$ cat src/rtl/q16a_pkg.sv
package q16a_pkg;

	localparam int unsigned DATA_W       = 32;
	localparam int unsigned FRAC_BITS_DEF = 16;

	typedef enum logic [2:0] {
		OP_ADD  = 3'd0,
		OP_SUB  = 3'd1,
		OP_MUL  = 3'd2,
		OP_DIV  = 3'd3,
		OP_NEG  = 3'd4,
		OP_CMP  = 3'd5,
		OP_ITOF = 3'd6,
		OP_FTOI = 3'd7
	} op_t;

	// Per-transaction side data that travels along the divider chain.
	typedef struct packed {
		op_t                op;
		logic [DATA_W-1:0]  res;  // result of every non-divide op
		logic               lt;
		logic               eq;
		logic               dz;   // divide by zero
		logic               neg;  // quotient sign
		logic [DATA_W-1:0]  rem;  // partial remainder
		logic [DATA_W-1:0]  d;    // divisor magnitude
	} side_t;

endpackage

$ cat src/rtl/q16a_div_cell.sv
module q16a_div_cell
	import q16a_pkg::*;
#(
	parameter int unsigned W = DATA_W + FRAC_BITS_DEF
) (
	input  logic         clk,
	input  logic         arst_n,
	input  logic         en,
	input  logic         in_valid,
	input  side_t        in_side,
	input  logic [W-1:0] in_nq,
	output logic         out_valid,
	output side_t        out_side,
	output logic [W-1:0] out_nq
);

	logic              valid_q;
	side_t             side_q;
	logic [W-1:0]      nq_q;

	logic [DATA_W:0]   shifted;
	logic [DATA_W:0]   trial;
	logic              fits;
	side_t             side_d;

	// One restoring step: bring down the next dividend bit, try the subtract.
	always_comb begin
		shifted    = {in_side.rem, in_nq[W-1]};
		trial      = shifted - {1'b0, in_side.d};
		fits       = !trial[DATA_W];
		side_d     = in_side;
		side_d.rem = fits ? trial[DATA_W-1:0] : shifted[DATA_W-1:0];
	end

	always_ff @(posedge clk or negedge arst_n) begin
		if (!arst_n) begin
			valid_q <= 1'b0;
		end else if (en) begin
			valid_q <= in_valid;
		end
	end

	always_ff @(posedge clk) begin
		if (en) begin
			side_q <= side_d;
			nq_q   <= {in_nq[W-2:0], fits};
		end
	end

	assign out_valid = valid_q;
	assign out_side  = side_q;
	assign out_nq    = nq_q;

endmodule

$ cat config.mk
export PLATFORM = sky130hd
export DESIGN_NAME = q16a_div_cell
export DESIGN_NICKNAME = d
export VERILOG_FILES = /design/src/rtl/q16a_pkg.sv /design/src/rtl/q16a_div_cell.sv
export SDC_FILE = /design/constraint.sdc
export NUM_CORES = 1
export LEC_CHECK = 0
export BUFFER_PORTS_ARGS = -buffer_cell sky130_fd_sc_hd__buf_4
export CAP_MARGIN = 10
export CORE_MARGIN = 3
export CORE_UTILIZATION = 52
export DETAILED_ROUTE_END_ITERATION = 10
export PLACE_DENSITY = 0.89
export SLEW_MARGIN = 0
export SYNTH_ARGS = -nofsm -noshare
export SYNTH_HDL_FRONTEND = slang
export SYNTH_SLANG_ARGS = --single-unit
$ cat constraint.sdc
create_clock -name clk -period 1.85 [get_ports clk]
set_clock_uncertainty 0.05 [all_clocks]
set_input_delay 0.185 -clock clk [delete_from_list [all_inputs] [get_ports clk]]
set_output_delay 0.185 -clock clk [all_outputs]
set_load 0.02 [all_outputs]
==> results.json, run 1 <==
{
  "postCtsHoldBufs": 122,
  "avgSynthCellArea_sq_um": 13.7,
  "synth_top_area_frac": 0.646,
  "gp_congestion": 0.978,
  "ys_types": 51,
  "synth_nets": 701,
  "start_util": 0.543,
  "dpl.cell_count": 1104,
  "synthAdderAreaFrac": 0.0599,
  "synth_edf_count": 151,
  "clock-sinks": 152,
  "synthesis.area_sq_um": 7020,
  "die_x_um": 122,
  "synth_top_cell_by_area": "edfxtp_1",
  "cts_buffers": 17,
  "synthXorXnorAreaFrac": 0.0299,
  "synthArstFlopShare": 0.00658,
  "clockRootBuffer": "clkbuf_16",
  "rows": 41,
  "error": "[ERROR DPL-0033] detailed placement checks failed during check placement.",
  "yosysMostFrequentCell": "edfxtp_1",
  "dp_hpwl_mm": 19.6,
  "port_buffers": 306,
  "synth-simple-area-share": 0.0737,
  "lastStage": "clock tree synthesis",
  "ys.flop_type": "edfxtp_1",
  "synth_mux_area_frac": 0.0401,
  "postCtsSetupRepairBufs": 15,
  "status": "stopped before the end",
  "cts_max_level": 4,
  "cts_resized": 68,
  "synth_seq_cells": 152,
  "cts_max_path_buffers": 2,
  "synth_top_family_by_area": "compound AO/OA/AOI/OAI gates",
  "synth-compound-area-share": 0.113,
  "fp.dieH_um": 122,
  "yosys_warnings": 0,
  "netlist_top_cells_count": "edfxtp_1, nand2_1, inv_1",
  "ios": 307,
  "syn_inst": 513,
  "synthTopCellsByArea": "edfxtp_1, ha_1, mux2_4",
  "synth_seq_area_share": 0.649
}
## per-stage QoR
step	setup TNS (ns)	hold slack [ns]	utilization	instance area, sq um	worst slack, ns
after detailed placement	-32.72	-0.0888	0.818	10600	-1.09
after global placement	-29.40	-0.0891	0.818	10600	-0.978
after floorplan	-22.46	-0.161	-	7140	-0.772
## kinds of logic after synthesis
kind of cell | Yosys count
DFF | 152
AOI/OAI and AO/OA | 120
xor gates and xnor gates | 24
muxes | 19
and+or+nand+nor | 108
buffers and inverters | 57
adders and majority gates | 33
==> inputs of run 2 (changes only) <==
- CORE_UTILIZATION: 52 -> 40
- PLACE_DENSITY: 0.89 -> default
- PLACE_DENSITY_LB_ADDON: default -> 0.15
==> run 2 against run 1 <==
The flow now finishes, with violations (negative setup slack); area after synthesis unchanged; synthesized cell count unchanged.
==> results.json, run 2 <==
{
  "status": "finished, violations left",
  "violations": "negative setup slack",
  "final_cell_mix": "buf_4, edfxtp_1, dlygate4sd3_1, inv_1, nand2_1",
  "grt_start_max_net_pins": 48,
  "fp.dieH_um": 139,
  "netlist_top_cells_count": "edfxtp_1, nand2_1, inv_1",
  "insertion_delay_ns": 0.42,
  "critical_path_arrival_ns": 2.54,
  "gp_congestion": 0.931,
  "tritoncts": "yes",
  "dp_hpwl_mm": 17.7,
  "fin_setup_tns_ns": -17.36,
  "worstSetupPathType": "in -> reg",
  "synth_top_cell_by_area": "edfxtp_1",
  "synthArstFlopShare": 0.00658,
  "port_buffers": 306,
  "largest_reg_flops": 103,
  "synth_edf_count": 151,
  "num_antenna_cells": 0,
  "grt_overflow": 0,
  "power_density_nw_per_um2": 839,
  "yosysMostFrequentCell": "edfxtp_1",
  "grt_pass1_wl_mm": 39.6,
  "worst-path-max-fanout": 8,
  "register_area_sq_um": 4560,
  "nets": 1276,
  "fmax_mhz": 414,
  "rows": 47,
  "ant_nets": 0,
  "clockRootBuffer": "clkbuf_16",
  "ys.flop_type": "edfxtp_1",
  "setup_viol": 33,
  "die_x_um": 139,
  "place_area_sq_um": 10600,
  "cellLeakagePower_nw": 5.81,
  "avgSynthCellArea_sq_um": 13.7,
  "yosys_warnings": 0,
  "clk_pin_slew_worst_paths_ns": 0.07,
  "crit_path_start_kind": "input pin",
  "syn2layout_area_growth_pct": 83.6,
  "final_max_slew_viol_count": 0,
  "final_common_cell": "buf_4",
  "n_fill_cell": 1061,
  "worstReg2RegStart": "out_valid$_DFFE_PN0P_",
  "drt_iter0_drc": 322,
  "synth_top_area_frac": 0.646,
  "critPathLaunch": "in_side[16]",
  "grt_pass1_vias": 6844,
  "peakVddDrop_mv": 0.686,
  "worst_hold_path_type": "in -> async",
  "wl_per_cell_um": 19.9,
  "cts_max_path_buffers": 2,
  "power_w": 0.0108,
  "multi_input_area_sq_um": 2570,
  "end_kind": "flop",
  "start_util": 0.416,
  "synthTopCellsByArea": "edfxtp_1, ha_1, mux2_4",
  "slew-limit-headroom": 0.703,
  "cts_buffers": 17,
  "ios": 307,
  "synth_nets": 701,
  "route.vias.total": 6590,
  "fin_crit_sh": 1.31,
  "core_sq_um": 16900,
  "drc": 0,
  "grt_antenna_before_repair": 1,
  "routed_wl_mm": 26.3,
  "tightest_slew_ns": 0.441,
  "die_area_sq_um": 19200,
  "ys_types": 51,
  "final_cell_area_sq_um": 12900,
  "rsz0062_at_grt": "true",
  "grt_usage": 0.266,
  "synth_seq_cells": 152,
  "fin_ws_ns": -0.567,
  "hold_violations": 0,
  "cts_max_level": 4,
  "syn_inst": 513,
  "required_ns": 1.97,
  "synthesis.area_sq_um": 7020,
  "synth_seq_area_share": 0.649,
  "cap_violations": 0,
  "clock-sinks": 152,
  "first_pass_iters": 4,
  "vias_per_cell": 4.99,
  "fin_crit_ns": 2.42,
  "drive_above_1_share": 0.492
}
run 2: cell counts after synthesis:
No cell type changed its count.
run 2: worst max-delay path: stages:
cell and delay (ns):
buf_8 0.08, inv_6 0.03, ha_4 0.26, a21oi_4 0.16, o211ai_1 0.13, a221o_1 0.35, a211o_1 0.33, o21a_1 0.24
o211ai_4 0.23, inv_4 0.08, buf_12 0.16, mux2_4 0.30
run 2: per-stage QoR:
step                instances   util  worst slack, ns  hold slack (ns)
floorplan                 513      -           -0.772           -0.161
global placement         1148  0.629            -1.02          -0.0887
detailed placement       1148  0.629            -1.11          -0.0874
CTS                      1319  0.750           -0.552          0.00496
global route             1321  0.764           -0.651           0.0120
finish                   1321  0.764           -0.567           0.0233
run 2: cell type report:
type	instances	share of cell area
repair buffers	571	0.371
flip-flops and latches	152	0.353
multi-input cells	304	0.199
clock buffers	18	0.0333
well taps	220	0.0213
inverters	42	0.0130
clock inverters	14	0.00892
run 2: power by group:
group / leakage, nW / total [W] / internal (W) / switching (W)
Sequential: 1.49 / 0.00431 / 0.00419 / 0.000117
Clock: 0.258 / 0.00326 / 0.00175 / 0.00151
Combinational: 4.07 / 0.00325 / 0.00168 / 0.00158
Total: 5.81 / 0.0108 / 0.00762 / 0.00321
run 2: layer usage:
layer  global-route usage  up-vias  wire (um)
met1                0.306     3164       9970
met5                    0        -         11
met4                0.125        2       1210
li1                     -     3084          -
met3               0.0649       70       1580
met2                0.469      270      13500
run 2: final timing paths:
kind / endpoint / slack, ns / depth (start not counted)
min reg2reg: out_valid$_DFFE_PN0P_ / 0.46 / 1
max: out_side[54]$_DFFE_PP_ / -0.57 / 12
max reg2reg: out_valid$_DFFE_PN0P_ / 1.06 / 1
min: out_valid$_DFFE_PN0P_ / 0.02 / 2
min in group clk: out_side[53]$_DFFE_PP_ / 0.03 / 2
max in group asynchronous: out_valid$_DFFE_PN0P_ / 1.65 / 2
run 2: cell families (layout without fill, tap and decap cells):
kind of cell / count (synthesis) / count (layout) / synth area share
muxes: 19 / 19 / 0.0401
xor gates and xnor gates: 24 / 24 / 0.0299
buffers and inverters: 57 / 645 / 0.0338
AOI/OAI and AO/OA: 120 / 120 / 0.113
adders and majority gates: 33 / 33 / 0.0598
and+or+nand+nor: 108 / 108 / 0.0737
DFF: 152 / 152 / 0.649
run 2: repair_timing:
item	CTS	global route
cloned	1	1
setup buffers	9	3
resized for setup	28	53
setup endpoints to repair	33	33
endpoints found under the hold margin	129	1
pin swaps	4	28
hold buffers	129	1
(Power assumes the default switching activity.)
==> inputs of run 3 (changes only) <==
- ABC_AREA: default -> 1
==> run 3 against run 2 <==
The run now ends clean; fmax is 37% higher; flip-flop and latch count unchanged; critical path depth up 1; critical endpoint is now out_side[43]$_DFFE_PP_; via count up 15%; cell area rose by 5.0%; non-clock buffer count fell by 1; sequential share of layout area is 1.7 points lower.
==> results.json, run 3 <==
{
  "final_cell_mix": "buf_4, nand2_1, edfxtp_1, inv_1, dlygate4sd3_1",
  "synth_nets": 1021,
  "yosysMostFrequentCell": "nand2_1",
  "cp_slowest_cell": "ha_1",
  "grt_start_max_net_pins": 47,
  "wl_per_cell_um": 16.0,
  "fin_crit_ns": 1.76,
  "first_pass_iters": 5,
  "slew-limit-headroom": 0.755,
  "gp_congestion": 0.896,
  "fin_setup_tns_ns": 0,
  "peakVddDrop_mv": 0.615,
  "grt_overflow": 0,
  "gr-usage-met2": 0.459,
  "clock-sinks": 152,
  "cts_max_level": 4,
  "synthTopCellsByArea": "edfxtp_1, nand2_1, inv_1",
  "port_buffers": 306,
  "tritoncts": "yes",
  "routed_wl_mm": 27.0,
  "end_kind": "flop",
  "netlist_top_cells_count": "nand2_1, edfxtp_1, inv_1",
  "worst_hold_path_type": "in -> reg",
  "drive_above_1_share": 0.360,
  "worstSetupPathType": "in -> reg",
  "syn_inst": 833,
  "avgSynthCellArea_sq_um": 9.40,
  "cellLeakagePower_nw": 6.79,
  "grt_pass1_vias": 7798,
  "clockRootBuffer": "clkbuf_16",
  "grt_antenna_before_repair": 0,
  "route.vias.total": 7573,
  "synth_edf_count": 151,
  "critical_path_arrival_ns": 1.89,
  "multi_input_area_sq_um": 2710,
  "ant_nets": 0,
  "max_stage_delay_ns": 0.33,
  "clk_pin_slew_worst_paths_ns": 0.06,
  "power_density_nw_per_um2": 825,
  "cts_max_path_buffers": 2,
  "rows": 50,
  "yosys_warnings": 0,
  "fmax_mhz": 569,
  "num_antenna_cells": 0,
  "final_max_slew_viol_count": 0,
  "final_common_cell": "buf_4",
  "synth_top_cell_by_area": "edfxtp_1",
  "crit_family": "simple AND/OR/NAND/NOR gates",
  "hold_violations": 0,
  "grt_usage": 0.252,
  "drt_iter0_drc": 408,
  "crit_path_start_kind": "input pin",
  "ys_types": 32,
  "grt_pass1_wl_mm": 42.1,
  "cts_buffers": 17,
  "gr-max-usage-layer": "met2",
  "die_x_um": 146,
  "final_util": 0.714,
  "worst-path-max-fanout": 4,
  "setup_viol": 0,
  "tightest_slew_ns": 0.367,
  "synthArstFlopShare": 0.00658,
  "timing.hold.ws_ns": 0.0202,
  "required_ns": 1.98,
  "rsz0062_at_grt": "false",
  "syn2layout_area_growth_pct": 72.8,
  "cp_cell_sequence": "buf_4 -> inv_1 -> ha_1 -> nand2_1 -> inv_1 -> a21oi_1 -> nand2_1 -> nand2_1 -> nand2_1 -> buf_4 -> xor2_1 -> nand2_2 -> nand2_1",
  "crit_buf_inv": 4,
  "met3_usage": 0.0585,
  "start_util": 0.413,
  "synth_seq_cells": 152,
  "fp.dieH_um": 146,
  "vias_per_cell": 4.48,
  "synth_top_area_frac": 0.579,
  "synth_seq_area_share": 0.582,
  "largest_reg_flops": 103,
  "fin_crit_sh": 0.950,
  "register_area_sq_um": 4560,
  "die_area_sq_um": 21300,
  "n_fill_cell": 1471,
  "nets": 1605,
  "status": "finished, final reports clean",
  "ios": 307,
  "ys.flop_type": "edfxtp_1",
  "dp_hpwl_mm": 19.3,
  "core_sq_um": 19000,
  "insertion_delay_ns": 0.42,
  "drc": 0,
  "cap_violations": 0,
  "postCtsSetupRepairBufs": 0,
  "synthesis.area_sq_um": 7830,
  "power_w": 0.0112,
  "grt_use_met1": 0.295,
  "crit_path_frequent_cell": "nand2_1"
}
==> run 3: cell type report <==
class,count,area share
clock inverters,14,0.0155
well taps,260,0.0240
inverters,157,0.0441
clock buffers,17,0.0314
repair buffers,570,0.348
multi-input cells,519,0.200
flip-flops and latches,152,0.337
==> run 3: what timing repair did <==
action	in CTS	in global routing
hold buffers	147	0
hold endpoints to repair	147	0
endpoints found under the setup margin	0	32
resized for setup	0	14
==> run 3: where the power goes <==
group          switching [W]  internal (W)
logic                0.00161       0.00146
registers          0.0000991       0.00417
clock network        0.00153       0.00230
total                0.00324       0.00793
==> run 3: worst paths after layout <==
kind	to	slack, ns	from	cells after the start
max in group asynchronous	out_valid$_DFFE_PN0P_	1.62	arst_n	2
max reg2reg	out_valid$_DFFE_PN0P_	1.06	out_valid$_DFFE_PN0P_	1
min	out_side[50]$_DFFE_PP_	0.02	in_side[49]	3
min reg2reg	out_valid$_DFFE_PN0P_	0.46	out_valid$_DFFE_PN0P_	1
min in group asynchronous	out_valid$_DFFE_PN0P_	0.05	arst_n	2
max	out_side[43]$_DFFE_PP_	0.09	in_side[5]	13
==> run 3: kinds of logic (layout without fill, tap and decap cells) <==
logic type	Yosys count	count (layout)	synth area share
xor gates and xnor gates	15	15	0.0168
buffers and inverters	163	758	0.0854
DFF	152	152	0.582
and+or+nand+nor	436	437	0.235
AOI/OAI and AO/OA	33	33	0.0252
muxes	1	1	0.00144
adders and majority gates	33	33	0.0537
==> run 3: metal layers <==
metal,vias up,share of wire
li1,3817,-
met1,3478,0.40
met2,240,0.52
met3,38,0.056
met4,0,0.023
met5,-,0
==> run 3: metrics by stage <==
| step | worst slack (ns) | instance area, sq um | instances |
|---|---|---|---|
| 2_1_floorplan | -0.0697 | 7880 | 833 |
| 3_3_place_gp | -0.348 | 11400 | 1510 |
| 4_1_cts | 0.0899 | 13500 | 1688 |
| 6_report | 0.0922 | 13500 | 1689 |
| 5_1_grt | 0.000717 | 13500 | 1689 |
| 3_5_place_dp | -0.353 | 11400 | 1510 |
