[src/rtl/q16a_pkg.sv]
package q16a_pkg;

	localparam int unsigned DATA_W       = 32;
	localparam int unsigned FRAC_BITS_DEF = 16;

	typedef enum logic [2:0] {
		OP_ADD  = 3'd0,
		OP_SUB  = 3'd1,
		OP_MUL  = 3'd2,
		OP_DIV  = 3'd3,
		OP_NEG  = 3'd4,
		OP_CMP  = 3'd5,
		OP_ITOF = 3'd6,
		OP_FTOI = 3'd7
	} op_t;

	// Per-transaction side data that travels along the divider chain.
	typedef struct packed {
		op_t                op;
		logic [DATA_W-1:0]  res;  // result of every non-divide op
		logic               lt;
		logic               eq;
		logic               dz;   // divide by zero
		logic               neg;  // quotient sign
		logic [DATA_W-1:0]  rem;  // partial remainder
		logic [DATA_W-1:0]  d;    // divisor magnitude
	} side_t;

endpackage

[src/rtl/q16a_front.sv]
module q16a_front
	import q16a_pkg::*;
#(
	parameter int unsigned FRAC_BITS = FRAC_BITS_DEF,
	parameter int unsigned W         = DATA_W + FRAC_BITS
) (
	input  logic                     clk,
	input  logic                     arst_n,
	input  logic                     en,
	input  logic                     in_valid,
	input  logic [2:0]               req_type,
	input  logic signed [DATA_W-1:0] operand_a,
	input  logic signed [DATA_W-1:0] operand_b,
	output logic                     out_valid,
	output side_t                    out_side,
	output logic [W-1:0]             out_nq
);

	logic                       valid_s1;
	op_t                        op_s1;
	logic signed [DATA_W-1:0]   a_s1;
	logic signed [DATA_W-1:0]   b_s1;
	logic signed [2*DATA_W-1:0] prod_s1;

	logic                       valid_s2;
	side_t                      side_s2;
	logic [W-1:0]               nq_s2;

	side_t                      side_d;
	logic [W-1:0]               nq_d;
	logic [DATA_W-1:0]          mag_a;
	logic [DATA_W-1:0]          mag_b;

	always_ff @(posedge clk or negedge arst_n) begin
		if (!arst_n) begin
			valid_s1 <= 1'b0;
			valid_s2 <= 1'b0;
		end else if (en) begin
			valid_s1 <= in_valid;
			valid_s2 <= valid_s1;
		end
	end

	always_ff @(posedge clk) begin
		if (en) begin
			op_s1   <= op_t'(req_type);
			a_s1    <= operand_a;
			b_s1    <= operand_b;
			prod_s1 <= operand_a * operand_b;
			side_s2 <= side_d;
			nq_s2   <= nq_d;
		end
	end

	always_comb begin
		mag_a = a_s1[DATA_W-1] ? (~a_s1 + 1'b1) : a_s1;
		mag_b = b_s1[DATA_W-1] ? (~b_s1 + 1'b1) : b_s1;

		side_d     = '0;
		side_d.op  = op_s1;
		side_d.neg = a_s1[DATA_W-1] ^ b_s1[DATA_W-1];
		side_d.d   = mag_b;
		side_d.rem = '0;
		nq_d       = {mag_a, {FRAC_BITS{1'b0}}};

		case (op_s1)
			OP_ADD:  side_d.res = a_s1 + b_s1;
			OP_SUB:  side_d.res = a_s1 - b_s1;
			OP_MUL:  side_d.res = prod_s1[FRAC_BITS+DATA_W-1:FRAC_BITS];
			OP_DIV:  side_d.dz  = (b_s1 == '0);
			OP_NEG:  side_d.res = '0 - a_s1;
			OP_CMP: begin
				side_d.lt = (a_s1 < b_s1);
				side_d.eq = (a_s1 == b_s1);
			end
			OP_ITOF: side_d.res = a_s1 << FRAC_BITS;
			OP_FTOI: side_d.res = a_s1 >>> FRAC_BITS;
			default: side_d.res = '0;
		endcase
	end

	assign out_valid = valid_s2;
	assign out_side  = side_s2;
	assign out_nq    = nq_s2;

endmodule

[config.mk]
export PLATFORM = sky130hd
export DESIGN_NAME = q16a_front
export DESIGN_NICKNAME = d
export VERILOG_FILES = /design/src/rtl/q16a_pkg.sv /design/src/rtl/q16a_front.sv
export SDC_FILE = /design/constraint.sdc
export NUM_CORES = 2
export LEC_CHECK = 0
export BUFFER_PORTS_ARGS = -buffer_cell sky130_fd_sc_hd__buf_2
export CAP_MARGIN = 20
export CORE_MARGIN = 2
export CORE_UTILIZATION = 50
export CTS_CLUSTER_SIZE = 40
export DETAILED_ROUTE_END_ITERATION = 12
export PLACE_DENSITY = 0.67
export SYNTH_ARGS = -nofsm -noshare
export SYNTH_HDL_FRONTEND = slang
export SYNTH_SLANG_ARGS = --single-unit
[constraint.sdc]
create_clock -name clk -period 4.2 [get_ports clk]
set_input_delay 0.42 -clock clk [delete_from_list [all_inputs] [get_ports clk]]
set_output_delay 0.42 -clock clk [all_outputs]
set_load 0.1 [all_outputs]
Word level (Yosys, flattened, before mapping). Index checks and enable logic that the tools add are counted.

Bits in read-only memories: 0. Input port bits: 71. Memories: 0. Bits in latches: 0. Flip-flop bits (word level): 220. Word-level logic and storage cells: 39. Output and inout bits: 152. Memory bits (writable): 0.

Div/mod/pow operators: 0. Multiplexer cells: 3. Add/sub/neg operators: 5. Reductions and logical operators: 2. Bitwise logic cells: 3. $mul: 1. $lt $le $gt $ge: 1. Shift-type cells: 0. Equal/unequal tests: 8.

Operator list (count): one-hot mux 32 bit (6 select lines) (1); adder 32 x 1 -> 32 bit, second input constant (2); inverter 32 bit (2); 2-to-1 mux 31 bit (2); multiplier 32 x 32 -> 48 bit (1); adder 32 bit (1); equality test 32 bit (1); zero test 32 bit (1); < comparator 32 bit (1); subtractor 1 x 32 -> 32 bit, first input constant (1); subtractor 32 bit (1); equality test 3 bit, second input constant (4); equality test 3 x 2 -> 1 bit, second input constant (2); equality test 3 x 1 -> 1 bit, second input constant (1); zero test 3 bit (1); XOR 1 bit (1).

Logic depth before layout (Yosys ltp).
Depth after elaboration: 3. Depth in mapped cells: 29. Mapped depth without buffers: 27.

Least setup slack after synthesis. Ideal clock, no wire load.

Path kind: input-to-reg. From: input port operand_a[18]. To: register prod_s1[42] (data pin). Buffers on the path: 2. Cell stages on the path: 28. Slack: -3.083 ns. Data required time: 3.938 ns. Library setup time: 0.262 ns. Data arrival time: 7.021 ns. Cell sequence: clkbuf_1 > clkbuf_1 > nand2_1 > fa_1 > inv_1 > fa_1 > inv_1 > fa_1 > inv_1 > fa_1 > inv_1 > fa_1 > inv_1 > fa_1 > fa_1 > inv_1 > fa_1 > inv_1 > ha_1 > and3_1 > a221o_1 > a21oi_1 > nor2_1 > a211oi_1 > o31ai_1 > a31oi_1 > o21bai_1 > xor2_1.

Cells in the longest elaborated chain, start to end: 1.

Ends and longest elaborated chain: from (decl) (RTL line q16a_front.sv:12) `input logic signed [DATA_W-1:0] operand_a,`; multiplier 32 x 32 -> 48 bit (RTL line q16a_front.sv:49) `prod_s1 <= operand_a * operand_b;`; to (signal assigned) (RTL line q16a_front.sv:49); to (decl) (RTL line q16a_front.sv:23) `logic signed [2*DATA_W-1:0] prod_s1;`.

No other way between the ends. A chain may end at the register's enable or synchronous reset.

Worst setup path in the final report.
From: input port operand_b[23]. To: register prod_s1[42] (data pin).

Cells in the longest elaborated chain, start to end: 1.

Ends and longest elaborated chain: from (decl) (RTL line q16a_front.sv:13) `input logic signed [DATA_W-1:0] operand_b,`; multiplier 32 x 32 -> 48 bit (RTL line q16a_front.sv:49).

No other way between the ends.

==> flow_results.org <==
** Cells and area
- Commonest cells after routing, fill and taps aside :: sky130_fd_sc_hd__inv_1 (831), sky130_fd_sc_hd__fa_1 (783), sky130_fd_sc_hd__nand2_1 (523)
- The filler cells instantiated in the layout total 6800.
- Post-route design area :: approximately 0.049 mm^2
- P&R area growth vs syn :: 20.2%
- Fraction of final layout cells sized beyond drive strength 1 :: 0.207
- At the end of the flow, the number of nets in the layout was slightly below 6000.
- Area of the multi-input gates :: about 0.032 mm^2
- Across the whole layout, storage elements account for 0.00612 mm^2.
- The library cell used most frequently in the layout, excluding fill and tap cells, is sky130_fd_sc_hd__inv_1.

** Floorplanning
- Total Die Area :: about 0.084 mm^2
- between 200 and 250 I/O pins were placed.
- From bottom edge to top edge, the die measures 291 um.
- Core Rows :: ~110
- For this configuration, the core starts out at a cell density of 0.503.
- The region available for standard cell placement spans just over 0.08 mm^2.
- Die extent in x :: ~290 um

** Setup path
- The slowest stage of the critical path is the sky130_fd_sc_hd__fa_1 cell.
- STA puts the critical path data arrival time at between 7000 and 8000 ps.
- In this design, the stage delay of the slowest critical-path cell is 630 ps.
- CP Data Required Time :: roughly 4500 ps
- Startpoint-to-endpoint class of the critical path :: primary input to register
- Counting cells, the worst reg-to-reg path comes to 9.
- CP startpoint kind :: primary input
- The worst register-to-register path begins at a_s1[10]$_DFFE_PP_.
- Crit path max fanout :: 11
- Counting stages on the worst path, the most repeated cell is sky130_fd_sc_hd__fa_1.
- The signal on the critical path passes through buf_2 > buf_6 > nand2_1 > fa_1 > inv_1 > fa_1 > fa_1 > fa_1 > fa_1 > fa_1 > fa_1 > fa_1 > ha_4 > and3_4 > a221o_1 > a21oi_2 > nor2_1 > a211oi_2 > o31ai_4 > a31oi_1 > o21bai_1 > xor2_1.
- Worst r2r dst :: out_side[98]$_DFFE_PP_
- The worst register-to-register path has a setup slack of about 210 ps.
- STA classifies the critical path endpoint as a register.

** Timing
- Headroom to the max-slew limit came out at 0.384.
- The worst path in the final design needs a cycle of between 6000 and 7000 ps, including I/O delays and setup.
- Number of endpoints with negative hold slack in the final report :: 0
- For the final database, setup skew stands at between 15 and 20 ps.
- Unrepaired setup endpoints after global routing :: yes
- Static timing analysis puts the maximum clock frequency at roughly 150 MHz.
- Setup violations remaining at the end of the flow were counted as 32.
- In the post-route analysis, the smallest setup slack over all paths is -2570 ps.
- The count of pins over their slew limit was 0.
- Final-layout setup total negative slack :: -74000 ps
- At the pin with the least slew margin, the transition time is around 900 ps.
- Portion of the clock cycle consumed by the worst path in the final layout :: 1.61

** Clocking
- At the later pin of the worst-skew pair, clock insertion delay measures ~540 ps.
- TritonCTS clock tree :: yes
- Number of clock buffers inserted by TritonCTS :: 20
- Clock Pin Slew Worst Setup and Hold Paths :: 70 ps
- The tree is rooted in a sky130_fd_sc_hd__clkbuf_16.
- Bufs on Longest Clock Path :: 3
- The clock net in this run drives a total of about 200 sinks.
- H-Tree Level Count :: 1

** Global route
- Initial antenna violation count :: 3
- Via count of the first global-routing pass :: roughly 34000
- Met2 Usage GRT :: 0.530
- Summed over all layers, the global routing overflow is 0.
- The global routing stage identified its most utilized layer as met2.
- For this run, global-route usage on met3 was measured as 0.0472.
- The first global-routing pass estimated between 200000 and 250000 um of wire.
- Total Routing Usage GR :: 0.320
- Entering global routing, the biggest net connects 85 pins.
- Global Route met1 Usage :: 0.412

** Hold path
- The path class of the tightest hold or removal check is primary input to register.
- Endpoint of the worst hold-timing path :: op_s1[2]$_DFFE_PP_
- Hold path cells :: 1
- The worst hold path begins at req_type[2].

** Synth
- Flip-flop cell with the highest count after synthesis :: sky130_fd_sc_hd__edfxtp_1
- Synthesis warning total :: 0
- Synth Register Bits :: 204
- Syn Std Cell Area :: a little over 0.04 mm^2
- Number of enable-type register cells in the synthesized netlist :: roughly 200
- Sequential fraction of the synthesis area :: 0.149
- After technology mapping, the gate count stands at ~4300.
- Dividing the synthesized area by the synthesized cell count gives 9.54 um^2.
- Yosys mapped the design onto 76 distinct sky130hd cell types.
- Counting flops with an async set or reset pin after synthesis yields a share of 0.00980.

** Run status
- Violations in the final reports :: setup timing
- The run finished, with violations left.

** Place
- Post-detail-place hpwl :: 110000 um
- Worst setup slack before clock tree synthesis :: -3400 ps
- The count of buffers added on input and output ports is 174.
- The congestion estimate from routability-driven global placement came to 1.02.
- Placed standard-cell area :: roughly 0.047 mm^2

** Routing
- Dividing the detail-routed wire length by the instance count gives 22.7 um.
- Residual DRC count :: 0
- DR pass1 iterations :: 8
- Count of routing violations after the opening detailed-route iteration :: 2527
- DRT antenna net count :: 0
- Detailed routing inserted a total of approximately 32000 vias.
- Via-per-instance ratio :: between 5 and 6
- The routed design has 133000 um of wire.

** Job
- Maximum Capacitance Violations :: 0
[state kept, by name, indices dropped and copies added (netlist names)]
| name | count |
|---|---|
| op_s1 | 3 |
| out_valid | 1 |
| a_s1 | 32 |
| b_s1 | 32 |
| out_nq | 32 |
| valid_s1 | 1 |
| prod_s1 | 32 |
| out_side | 71 |
[synthesized netlist by cell type (7+ instances only)]
| library cell | n | area share |
|---|---|---|
| sky130_fd_sc_hd__nand2b_1 | 24 | 0.0037 |
| sky130_fd_sc_hd__nand4_1 | 15 | 0.0023 |
| sky130_fd_sc_hd__buf_4 | 48 | 0.0088 |
| sky130_fd_sc_hd__a22o_1 | 23 | 0.0049 |
| sky130_fd_sc_hd__and3_1 | 10 | 0.0015 |
| sky130_fd_sc_hd__o22ai_1 | 10 | 0.0015 |
| sky130_fd_sc_hd__or2_2 | 9 | 0.0014 |
| sky130_fd_sc_hd__a211oi_1 | 25 | 0.0046 |
| sky130_fd_sc_hd__inv_1 | 875 | 0.080 |
| sky130_fd_sc_hd__nor2_1 | 90 | 0.0082 |
| sky130_fd_sc_hd__o21bai_1 | 12 | 0.0022 |
| sky130_fd_sc_hd__o211ai_1 | 9 | 0.0016 |
| sky130_fd_sc_hd__a21oi_1 | 108 | 0.013 |
| sky130_fd_sc_hd__ha_1 | 228 | 0.069 |
| sky130_fd_sc_hd__nor4_1 | 17 | 0.0026 |
| sky130_fd_sc_hd__nor3_1 | 30 | 0.0037 |
| sky130_fd_sc_hd__and2_1 | 445 | 0.068 |
| sky130_fd_sc_hd__buf_1 | 7 | 0.00064 |
| sky130_fd_sc_hd__o21a_1 | 11 | 0.0020 |
| sky130_fd_sc_hd__nand3_1 | 23 | 0.0028 |
| sky130_fd_sc_hd__a31oi_1 | 13 | 0.0020 |
| sky130_fd_sc_hd__xnor2_1 | 128 | 0.027 |
| sky130_fd_sc_hd__a21o_1 | 16 | 0.0029 |
| sky130_fd_sc_hd__o41ai_1 | 8 | 0.0017 |
| sky130_fd_sc_hd__fa_1 | 840 | 0.41 |
| sky130_fd_sc_hd__or4_1 | 9 | 0.0016 |
| sky130_fd_sc_hd__o21ai_0 | 103 | 0.013 |
| sky130_fd_sc_hd__or3_1 | 15 | 0.0023 |
| sky130_fd_sc_hd__a22oi_1 | 21 | 0.0038 |
| sky130_fd_sc_hd__a221o_1 | 9 | 0.0022 |
| sky130_fd_sc_hd__a221oi_1 | 11 | 0.0023 |
| sky130_fd_sc_hd__clkbuf_1 | 218 | 0.020 |
| sky130_fd_sc_hd__o31ai_1 | 22 | 0.0040 |
| sky130_fd_sc_hd__nand2_1 | 538 | 0.049 |
| sky130_fd_sc_hd__edfxtp_1 | 202 | 0.15 |
| sky130_fd_sc_hd__nor2b_1 | 29 | 0.0044 |
| sky130_fd_sc_hd__xor2_1 | 25 | 0.0053 |
[worst max path at each step]
stage                   from               endpoint
5_1_grt         operand_a[2]  prod_s1[42]$_DFFE_PP_
3_5_place_dp   operand_a[10]  prod_s1[42]$_DFFE_PP_
3_3_place_gp   operand_a[10]  prod_s1[42]$_DFFE_PP_
4_1_cts         operand_b[3]  prod_s1[42]$_DFFE_PP_
2_1_floorplan  operand_a[18]  prod_s1[42]$_DFFE_PP_
6_report       operand_b[23]  prod_s1[42]$_DFFE_PP_
[per-layer routing]
metal	share of wire	routed length, um
met5	0.00021	28
met2	0.48	64200
met3	0.075	9990
met4	0.061	8110
met1	0.38	50900
[per-stage QoR]
| stage | hold WS [ps] | std cells | util |
|---|---|---|---|
| after CTS | 33.6 | 5855 | 0.598 |
| final | 52.7 | 5875 | 0.604 |
| after detailed placement | 209 | 5764 | 0.570 |
| after floorplan | 124 | 4353 | - |
| after global placement | 207 | 5764 | 0.570 |
| after global routing | 45.9 | 5873 | 0.604 |
[cell families after synthesis]
| group | Yosys count | synth area share |
|---|---|---|
| other | 1 | 0.0000913 |
| AO/OA/AOI/OAI | 452 | 0.0730 |
| AND/OR/NAND/NOR | 1272 | 0.156 |
| flip-flops | 204 | 0.149 |
| adder cells (fa/ha/maj) | 1068 | 0.479 |
| multiplexers | 6 | 0.00152 |
| XOR/XNOR | 153 | 0.0326 |
| buffers and inverters | 1150 | 0.110 |
[critical path, delay by kind of cell]
family          cells  cell delay, ps
fa+ha+maj           9            4450
compound gates      6            1190
buf+inv             3             520
simple gates        3             310
xor+xnor            1             160
[layout make-up]
type | instances | area share
multi-input cells | 2999 | 0.644
repair buffers | 689 | 0.125
flip-flops and latches | 204 | 0.124
inverters | 875 | 0.0666
well taps | 1070 | 0.0271
clock buffers | 26 | 0.0110
clock inverters | 10 | 0.00263
diodes | 2 | 0.000101
[what timing repair did]
| item | 4_1_cts | 5_1_grt |
|---|---|---|
| gates cloned | 5 | 0 |
| pin swaps | 110 | 90 |
| resized for setup | 275 | 123 |
| hold buffers | 1 | 0 |
| setup buffers | 52 | 25 |
| setup endpoints to repair | 32 | 32 |
| endpoints found under the hold margin | 2 | 0 |
Power is not shown: default switching activity piles up to over one toggle a cycle in this logic, so the estimate is an artifact.
